$ cat src/rtl/core/dcs_pkg.sv
// Shared constants, codes and helpers of the copy selector.
package dcs_pkg;

	localparam int unsigned NUM_COPIES = 4;
	localparam int unsigned NUM_LEVELS = 4;

	localparam int unsigned FREQ_W   = 10;
	localparam int unsigned LEVEL_W  = 2;
	localparam int unsigned COPY_W   = 2;
	localparam int unsigned INDEX_W  = 4;
	localparam int unsigned ACTION_W = 2;
	localparam int unsigned LEVELS_W = NUM_LEVELS * FREQ_W;
	localparam int unsigned CFG_IDX_W = 2;

	localparam int unsigned FREQ_STEP = 200;

	localparam logic [LEVELS_W-1:0] LEVELS_RST = LEVELS_W'(64'd537185689700);
	localparam logic [FREQ_W-1:0]   CAP_RST    = FREQ_W'(900);

	typedef logic [FREQ_W-1:0] freq_t;
	typedef logic [COPY_W-1:0] copy_t;

	typedef enum logic [ACTION_W-1:0] {
		ACT_IGNORE  = 2'd0,
		ACT_HIT     = 2'd1,
		ACT_CP_NEAR = 2'd2,
		ACT_AP_REPL = 2'd3
	} action_t;

	typedef enum logic [CFG_IDX_W-1:0] {
		REG_AP_LEVELS    = 2'd0,
		REG_CP_LEVELS    = 2'd1,
		REG_FREQ_CAP     = 2'd2,
		REG_COMBINE_MODE = 2'd3
	} cfg_reg_t;

	// Frequency of one level; levels past the table saturate to the last one.
	function automatic freq_t level_freq(input logic [LEVELS_W-1:0] lvls,
	                                     input logic [LEVEL_W-1:0] lv);
		logic [LEVEL_W-1:0] l;
		l = lv;
		if (l > LEVEL_W'(NUM_LEVELS - 1)) begin
			l = LEVEL_W'(NUM_LEVELS - 1);
		end
		return lvls[l*FREQ_W +: FREQ_W];
	endfunction

	function automatic freq_t copy_reset(input int unsigned i);
		return FREQ_W'(FREQ_STEP * (i + 1));
	endfunction

endpackage

$ cat src/rtl/core/dvfs_copy_select.sv
// Copy selector top level: index forming, frequency lookup, copy choice and state.
//
// Each vote beat on the slave side (tuser = voter, 1 AP / 0 CP; tdata = level)
// yields exactly one result beat on the master side. The vote is held in an
// input register. The lookup, the compare over the four timing copies and the
// copy update work on the registered vote, and the result is then held in an
// output register. One vote is taken every cycle when the master side keeps
// up; the rate is set by the update of the current copy, index and copy table,
// which the next vote reads. Configuration writes are always ready and take
// effect at once; write them only while no vote is in flight.
module dvfs_copy_select (
	input  logic                                clk,
	input  logic                                arst_n,
	input  logic                                s_tvalid,
	output logic                                s_tready,
	input  logic [7:0]                          s_tdata,   // level[1:0], zero fill
	input  logic                                s_tuser,   // source
	output logic                                m_tvalid,
	input  logic                                m_tready,
	output logic [15:0]                         m_tdata,   // copy_selected[1:0], op_index[5:2], target_freq[15:6]
	output logic [dcs_pkg::ACTION_W-1:0]        m_tuser,   // action
	input  logic                                cfg_valid,
	output logic                                cfg_ready,
	input  logic [dcs_pkg::CFG_IDX_W-1:0]       cfg_index,
	input  logic [dcs_pkg::LEVELS_W-1:0]        cfg_data
);

	// configuration
	logic [dcs_pkg::LEVELS_W-1:0] ap_levels_q;
	logic [dcs_pkg::LEVELS_W-1:0] cp_levels_q;
	dcs_pkg::freq_t               freq_cap_q;
	logic                         combine_mode_q;

	// policy state
	dcs_pkg::freq_t                 copy_freq_q [dcs_pkg::NUM_COPIES];
	dcs_pkg::copy_t                 active_copy_q;
	logic [dcs_pkg::INDEX_W-1:0]    active_index_q;

	// input stage
	logic                           vld_s1;
	logic                           src_s1;
	logic [dcs_pkg::LEVEL_W-1:0]    level_s1;

	// output stage
	logic                           out_vld_q;
	dcs_pkg::action_t               out_action_q;
	dcs_pkg::copy_t                 out_copy_q;
	logic [dcs_pkg::INDEX_W-1:0]    out_index_q;
	dcs_pkg::freq_t                 out_freq_q;

	logic                           advance;

	logic [dcs_pkg::INDEX_W-1:0]    idx;
	dcs_pkg::freq_t                 ap_f;
	dcs_pkg::freq_t                 cp_f;
	logic [dcs_pkg::FREQ_W:0]       sum_f;
	dcs_pkg::freq_t                 tgt_f;

	logic                           hit;
	dcs_pkg::copy_t                 hit_sel;

	logic                           cp_found;
	dcs_pkg::freq_t                 cp_best;
	dcs_pkg::copy_t                 cp_near;
	dcs_pkg::freq_t                 hi_val;
	dcs_pkg::copy_t                 hi_sel;
	dcs_pkg::copy_t                 cp_sel;

	logic                           up_found;
	dcs_pkg::freq_t                 up_best;
	dcs_pkg::copy_t                 up_sel;
	logic                           dn_found;
	dcs_pkg::freq_t                 dn_best;
	dcs_pkg::copy_t                 dn_sel;
	dcs_pkg::copy_t                 victim;
	dcs_pkg::copy_t                 ap_sel;

	dcs_pkg::action_t               action;
	dcs_pkg::copy_t                 res_copy;

	assign advance   = vld_s1 && (!out_vld_q || m_tready);
	assign s_tready  = !vld_s1 || advance;
	assign cfg_ready = 1'b1;

	assign m_tvalid = out_vld_q;
	assign m_tuser  = out_action_q;
	assign m_tdata  = {out_freq_q, out_index_q, out_copy_q};

	// index and target frequency
	assign idx  = src_s1 ? {level_s1, active_index_q[1:0]} : {active_index_q[3:2], level_s1};
	assign ap_f = dcs_pkg::level_freq(ap_levels_q, idx[3:2]);
	assign cp_f = dcs_pkg::level_freq(cp_levels_q, idx[1:0]);
	assign sum_f = {1'b0, ap_f} + {1'b0, cp_f};

	always_comb begin
		if (combine_mode_q) begin
			tgt_f = (ap_f > cp_f) ? ap_f : cp_f;
		end else if (sum_f > {1'b0, freq_cap_q}) begin
			tgt_f = freq_cap_q;
		end else begin
			tgt_f = sum_f[dcs_pkg::FREQ_W-1:0];
		end
	end

	// lowest copy holding the target exactly
	always_comb begin
		hit     = 1'b0;
		hit_sel = '0;
		for (int i = dcs_pkg::NUM_COPIES - 1; i >= 0; i--) begin
			if (copy_freq_q[i] == tgt_f) begin
				hit     = 1'b1;
				hit_sel = dcs_pkg::COPY_W'(i);
			end
		end
	end

	// CP miss: closest at or above, else highest
	always_comb begin
		cp_found = 1'b0;
		cp_best  = '0;
		cp_near  = '0;
		hi_val   = '0;
		hi_sel   = '0;
		for (int i = 0; i < dcs_pkg::NUM_COPIES; i++) begin
			if (copy_freq_q[i] >= tgt_f &&
			    (!cp_found || (copy_freq_q[i] - tgt_f) < cp_best)) begin
				cp_found = 1'b1;
				cp_best  = copy_freq_q[i] - tgt_f;
				cp_near  = dcs_pkg::COPY_W'(i);
			end
			if (copy_freq_q[i] > hi_val) begin
				hi_val = copy_freq_q[i];
				hi_sel = dcs_pkg::COPY_W'(i);
			end
		end
		cp_sel = cp_found ? cp_near : hi_sel;
	end

	// AP miss: closest strictly above, else closest strictly below
	always_comb begin
		up_found = 1'b0;
		up_best  = '0;
		up_sel   = '0;
		dn_found = 1'b0;
		dn_best  = '0;
		dn_sel   = '0;
		for (int i = 0; i < dcs_pkg::NUM_COPIES; i++) begin
			if (copy_freq_q[i] > tgt_f &&
			    (!up_found || (copy_freq_q[i] - tgt_f) < up_best)) begin
				up_found = 1'b1;
				up_best  = copy_freq_q[i] - tgt_f;
				up_sel   = dcs_pkg::COPY_W'(i);
			end
			if (copy_freq_q[i] < tgt_f &&
			    (!dn_found || (tgt_f - copy_freq_q[i]) < dn_best)) begin
				dn_found = 1'b1;
				dn_best  = tgt_f - copy_freq_q[i];
				dn_sel   = dcs_pkg::COPY_W'(i);
			end
		end
		victim = up_found ? up_sel : dn_sel;
		// move off the current copy: next one up, or one below for the last copy
		if (victim == active_copy_q) begin
			if (victim != dcs_pkg::COPY_W'(dcs_pkg::NUM_COPIES - 1)) begin
				ap_sel = victim + dcs_pkg::COPY_W'(1);
			end else begin
				ap_sel = dcs_pkg::COPY_W'(dcs_pkg::NUM_COPIES - 2);
			end
		end else begin
			ap_sel = victim;
		end
	end

	always_comb begin
		priority if (hit && hit_sel == active_copy_q) begin
			action   = dcs_pkg::ACT_IGNORE;
			res_copy = active_copy_q;
		end else if (hit) begin
			action   = dcs_pkg::ACT_HIT;
			res_copy = hit_sel;
		end else if (!src_s1) begin
			action   = dcs_pkg::ACT_CP_NEAR;
			res_copy = cp_sel;
		end else begin
			action   = dcs_pkg::ACT_AP_REPL;
			res_copy = ap_sel;
		end
	end

	// configuration registers
	always_ff @(posedge clk or negedge arst_n) begin
		if (!arst_n) begin
			ap_levels_q    <= dcs_pkg::LEVELS_RST;
			cp_levels_q    <= dcs_pkg::LEVELS_RST;
			freq_cap_q     <= dcs_pkg::CAP_RST;
			combine_mode_q <= 1'b0;
		end else if (cfg_valid && cfg_ready) begin
			unique case (dcs_pkg::cfg_reg_t'(cfg_index))
				dcs_pkg::REG_AP_LEVELS:    ap_levels_q    <= cfg_data;
				dcs_pkg::REG_CP_LEVELS:    cp_levels_q    <= cfg_data;
				dcs_pkg::REG_FREQ_CAP:     freq_cap_q     <= cfg_data[dcs_pkg::FREQ_W-1:0];
				dcs_pkg::REG_COMBINE_MODE: combine_mode_q <= cfg_data[0];
				default: ;
			endcase
		end
	end

	// input stage
	always_ff @(posedge clk or negedge arst_n) begin
		if (!arst_n) begin
			vld_s1 <= 1'b0;
		end else if (s_tready) begin
			vld_s1 <= s_tvalid;
		end
	end

	always_ff @(posedge clk) begin
		if (s_tvalid && s_tready) begin
			src_s1   <= s_tuser;
			level_s1 <= s_tdata[dcs_pkg::LEVEL_W-1:0];
		end
	end

	// policy state: commit on advance
	always_ff @(posedge clk or negedge arst_n) begin
		if (!arst_n) begin
			for (int i = 0; i < dcs_pkg::NUM_COPIES; i++) begin
				copy_freq_q[i] <= dcs_pkg::copy_reset(i);
			end
			active_copy_q  <= '0;
			active_index_q <= '0;
		end else if (advance && action != dcs_pkg::ACT_IGNORE) begin
			active_copy_q  <= res_copy;
			active_index_q <= idx;
			if (action == dcs_pkg::ACT_AP_REPL) begin
				copy_freq_q[res_copy] <= tgt_f;
			end
		end
	end

	// output stage
	always_ff @(posedge clk or negedge arst_n) begin
		if (!arst_n) begin
			out_vld_q <= 1'b0;
		end else if (advance) begin
			out_vld_q <= 1'b1;
		end else if (m_tready) begin
			out_vld_q <= 1'b0;
		end
	end

	always_ff @(posedge clk) begin
		if (advance) begin
			out_action_q <= action;
			out_copy_q   <= res_copy;
			out_index_q  <= idx;
			out_freq_q   <= tgt_f;
		end
	end

endmodule

$ cat config.mk
export PLATFORM = sky130hd
export DESIGN_NAME = dvfs_copy_select
export DESIGN_NICKNAME = d
export VERILOG_FILES = /design/src/rtl/core/dcs_pkg.sv /design/src/rtl/core/dvfs_copy_select.sv
export SDC_FILE = /design/constraint.sdc
export NUM_CORES = 1
export LEC_CHECK = 0
export BUFFER_PORTS_ARGS = -buffer_cell sky130_fd_sc_hd__buf_4
export CAP_MARGIN = 0
export CORE_MARGIN = 10
export CORE_UTILIZATION = 35
export DETAILED_ROUTE_END_ITERATION = 12
export SETUP_SLACK_MARGIN = 0.2
export SYNTH_ARGS = -nofsm -noshare
export SYNTH_HDL_FRONTEND = slang
export SYNTH_SLANG_ARGS = --single-unit
$ cat constraint.sdc
create_clock -name clk -period 17.7 [get_ports clk]
set_clock_uncertainty 0.05 [all_clocks]
set_input_delay 3.54 -clock clk [delete_from_list [all_inputs] [get_ports clk]]
set_output_delay 3.54 -clock clk [all_outputs]
set_load 0.01 [all_outputs]
==> results.md <==
Outcome:
- The run finished with clean final reports.

Yosys:
- The most used flip-flop cell after synthesis is sky130_fd_sc_hd__dfrtp_1.
- In the synthesized netlist, the cells that appear most often are sky130_fd_sc_hd__ha_1 (210), sky130_fd_sc_hd__inv_1 (134), sky130_fd_sc_hd__a21oi_1 (120).
- The proportion of netlist area held by the largest area contributor is 17.7%.
- Averaged over all synthesized cells, the footprint is ~9.4 um^2.
- The net count of the mapped netlist is about 1,900.
- The number of library cell types mapped by synthesis is 78.
- The mux cell area share after synthesis is 14.5%.
- The netlist area before placement is between 10,000 and 15,000 um^2.
- Of the total synthesized cell area, the portion taken by XOR and XNOR cells is approximately 4.1%.
- The share of synthesized registers carrying an async set or reset is between 80% and 90%.
- The post-synthesis sequential element count is 160.
- The synthesized-area fraction occupied by and/or/nand/nor cells is between 10% and 20%.
- Summing the areas of all compound-gate instances in the mapped netlist gives between 10% and 20% of the synthesized area.
- The post-synthesis adder-cell area fraction is 18.9%.
- After technology mapping, the gate count stands at around 1,600.
- By area, the combinational part of the netlist is dominated by adder cells.
- Ranked by total cell area, the synthesized netlist is headed by sky130_fd_sc_hd__ha_1 (18%), sky130_fd_sc_hd__dfrtp_1 (15%), sky130_fd_sc_hd__dfstp_2 (8.7%).
- Yosys instantiated no cell more often than sky130_fd_sc_hd__ha_1.
- The synthesized design contains 21 enable-type register cells.
- The leading area contributor after synthesis is sky130_fd_sc_hd__ha_1.
- The synthesis warning total is 0.
- The sequential fraction of the synthesis area is about 28%.

Worst setup path:
- Counting both buffers and inverters, the worst setup path holds a total of 6.
- On the critical path, the stage with the largest delay is an instance of sky130_fd_sc_hd__a21oi_1.
- STA puts the critical path data required time at around 18 ns.
- The data arrival at the endpoint of the critical path is 16.62 ns.
- The number of cell instances on the worst register-to-register path is 68.
- In this run the critical register-to-register path is launched from src_s1.
- The worst register-to-register path has a setup slack of roughly 1.3 ns.
- The startpoint class of the critical path is a flip-flop.
- Among the stages of the critical path, the cell type that occurs most often is sky130_fd_sc_hd__a21oi_1.
- The maximum fanout along the worst path is 17.
- In this design, the largest share of critical-path delay is due to compound AO/OA/AOI/OAI gates.
- The critical path in this run is classified as reg -> reg.
- The largest single stage delay on the critical path is 0.84 ns.
- STA classifies the critical path endpoint as a flip-flop.
- The reg-to-reg critical path endpoint is copy_freq_q[29].

Placed design:
- Summed over all nets, the half-perimeter wirelength after detailed placement is ~36,000 um.
- The count of buffers added on input and output ports is 69.
- The congestion estimate from routability-driven global placement came to 0.957.

Global route:
- The global-route usage over all layers is approximately 17%.
- The number of antenna violations at the first check in global routing is 0.
- Summed over all layers, the global routing overflow is 0.
- The first global-routing pass estimated around 70,000 um of wire.
- The number of global-route vias before repair came to 12,100.
- Entering global routing, the biggest net connects a little under 80 pins.

Drt:
- Detailed routing inserted a total of around 12,000 vias.
- The DRC violation count after routing is 0.
- The via density per instance is 5.46.
- In this run, the number of DRC markers left after iteration 0 of detailed routing was just under 800.
- The average detailed-routed wire length per instance is roughly 20 um.
- For this block, the routed nets add up to around 44,000 um of wire.
- The first-pass iteration count of the detailed router is 7.
- The detail route stage leaves a number of antenna-violating nets equal to 0.

Final layout:
- 0 antenna diodes ended up in the layout.
- Of the cells placed in the final design, the portion with a size suffix greater than 1 is around 21%.
- The number of nets in the finished design is approximately 1,900.
- The layout overhead on the synthesized area is 13.0%.

Clock tree:
- At the later pin of the worst-skew pair, clock insertion delay measures 0.44 ns.
- TritonCTS built the clock tree.
- In this run the deepest clock path goes through 2 buffers.
- The number of H-tree levels is 4.
- The tree is rooted in a sky130_fd_sc_hd__clkbuf_16.
- The TritonCTS sink count is 160.
- The number of clock buffers inserted by TritonCTS is 17.
- Clock-pin slew was measured on the worst setup and hold paths at about 0.070 ns.
- Hold repair after CTS inserted 0 buffers.

Timing:
- The final hold violation count is 0.
- The worst path in the final design needs a cycle of approximately 16 ns, including I/O delays and setup.
- Setup total negative slack on the finished layout was measured at 0 ns.
- The relative max-transition margin is 22.4%.
- For the pin with the worst max-slew slack, the measured transition is roughly 1.2 ns.
- The max-slew violation count is 0.
- The share of the clock period used by the worst path after layout is 92.4%.
- Timing would allow up to approximately 0.06 GHz.
- Setup repair after global routing left no endpoint under its margin.
- The number of setup violations in the final report is 0.

Job:
- The tool flagged a number of max-cap violations equal to 0.

Min path:
- For hold timing, the worst endpoint is m_tvalid.
- The tightest min-delay check is of the reg -> reg type.
- In this run the most critical hold path is launched from vld_s1.
- The worst hold path cell count is 1.

Floorplan:
- The I/O pin count is 77.
- The area of the die is just over 50,000 um^2.
- The die width is around 230 um.
- The core region is 41,900 um^2.
- The number of standard-cell rows in the floorplan is 75.
- The effective utilization at floorplan is 35.4%.
- The die is between 200 and 250 um tall.
-- worst reg2reg max path: cells and delay by family, from the launching register on --
family	cells	cell delay [ns]
compound gates	39	7.90
xor+xnor	3	0.54
fa+ha+maj	6	2.14
buf+inv	6	1.52
flops	1	0.50
mux	5	1.87
simple gates	9	1.72
-- repair_timing --
item	4_1_cts	5_1_grt
endpoints found under the hold margin	0	0
setup buffers	0	3
gates resized for setup	0	1
endpoints found under the setup margin	0	24
-- worst max path at each step --
stage | cells after the start | startpoint | slack (ns) | end
global placement | 68 | src_s1 | 1.28 | copy_freq_q[29]
CTS | 68 | src_s1 | 1.04 | copy_freq_q[29]
global route | 72 | src_s1 | 0.20 | copy_freq_q[29]
finish | 68 | src_s1 | 1.34 | copy_freq_q[29]
detailed placement | 68 | src_s1 | 1.12 | copy_freq_q[29]
floorplan | 73 | src_s1 | 2.49 | copy_freq_q[29]
-- area by class of cell --
class,instances,area (um^2)
multi-input combinational,1221,9950
clock buffer,17,425
clock inverter,15,168
sequential,160,4170
inverter,135,507
timing repair buffer,116,900
tap,539,674
fill,4084,25200
-- per-layer routing --
layer | vias to the layer above | global-route usage (%) | share of wire [%]
li1 | 5850 | - | -
met1 | 5834 | 22.0 | 45
met2 | 285 | 29.7 | 49
met3 | 55 | 1.98 | 3.9
met4 | 0 | 5.26 | 2.4
met5 | - | 0 | 0
-- sequential cells by signal, summed over array words and instances (netlist names) --
| register | count |
|---|---|
| active_copy_q | 2 |
| active_index_q | 4 |
| ap_levels_q | 40 |
| combine_mode_q | 1 |
| copy_freq_q | 40 |
| cp_levels_q | 40 |
| freq_cap_q | 10 |
| level_s1 | 2 |
| m_tuser | 2 |
| m_tvalid | 1 |
| out_copy_q | 2 |
| out_freq_q | 10 |
| out_index_q | 4 |
| src_s1 | 1 |
| vld_s1 | 1 |
-- cell families (layout without fill, tap and decap cells) --
family          after synthesis  in the layout
fa+ha+maj                   219            219
flops                       160            160
buf+inv                     198            283
other cells                   1              1
simple gates                349            349
xor+xnor                     69             69
compound gates              406            406
mux                         177            177
-- stage by stage --
step	setup slack (ns)	instances	hold slack, ns	util (%)	cell area [um^2]
2_1_floorplan	2.49	1579	0.399	-	14900
3_3_place_gp	1.28	2168	0.406	38.5	16200
4_1_cts	1.04	2200	0.449	40.0	16800
3_5_place_dp	1.12	2168	0.443	38.5	16200
5_1_grt	0.203	2203	0.464	40.0	16800
6_report	1.34	2203	0.440	40.0	16800
-- cell usage in the layout (no fill, tap or decap), types with 49 or more instances in the layout --
master and count:
sky130_fd_sc_hd__ha_1 210, sky130_fd_sc_hd__inv_1 134, sky130_fd_sc_hd__a21oi_1 120, sky130_fd_sc_hd__buf_4 113
sky130_fd_sc_hd__mux2_2 101, sky130_fd_sc_hd__nor2_1 92, sky130_fd_sc_hd__dfrtp_1 90, sky130_fd_sc_hd__o21ai_0 86
sky130_fd_sc_hd__nand2_1 85, sky130_fd_sc_hd__a21o_1 82, sky130_fd_sc_hd__mux2i_1 51, sky130_fd_sc_hd__xnor2_1 50
sky130_fd_sc_hd__dfstp_2 49
Power is left out: the tool's default activity adds up to more than one toggle a clock period on the data nets, which glitch-free logic cannot reach.
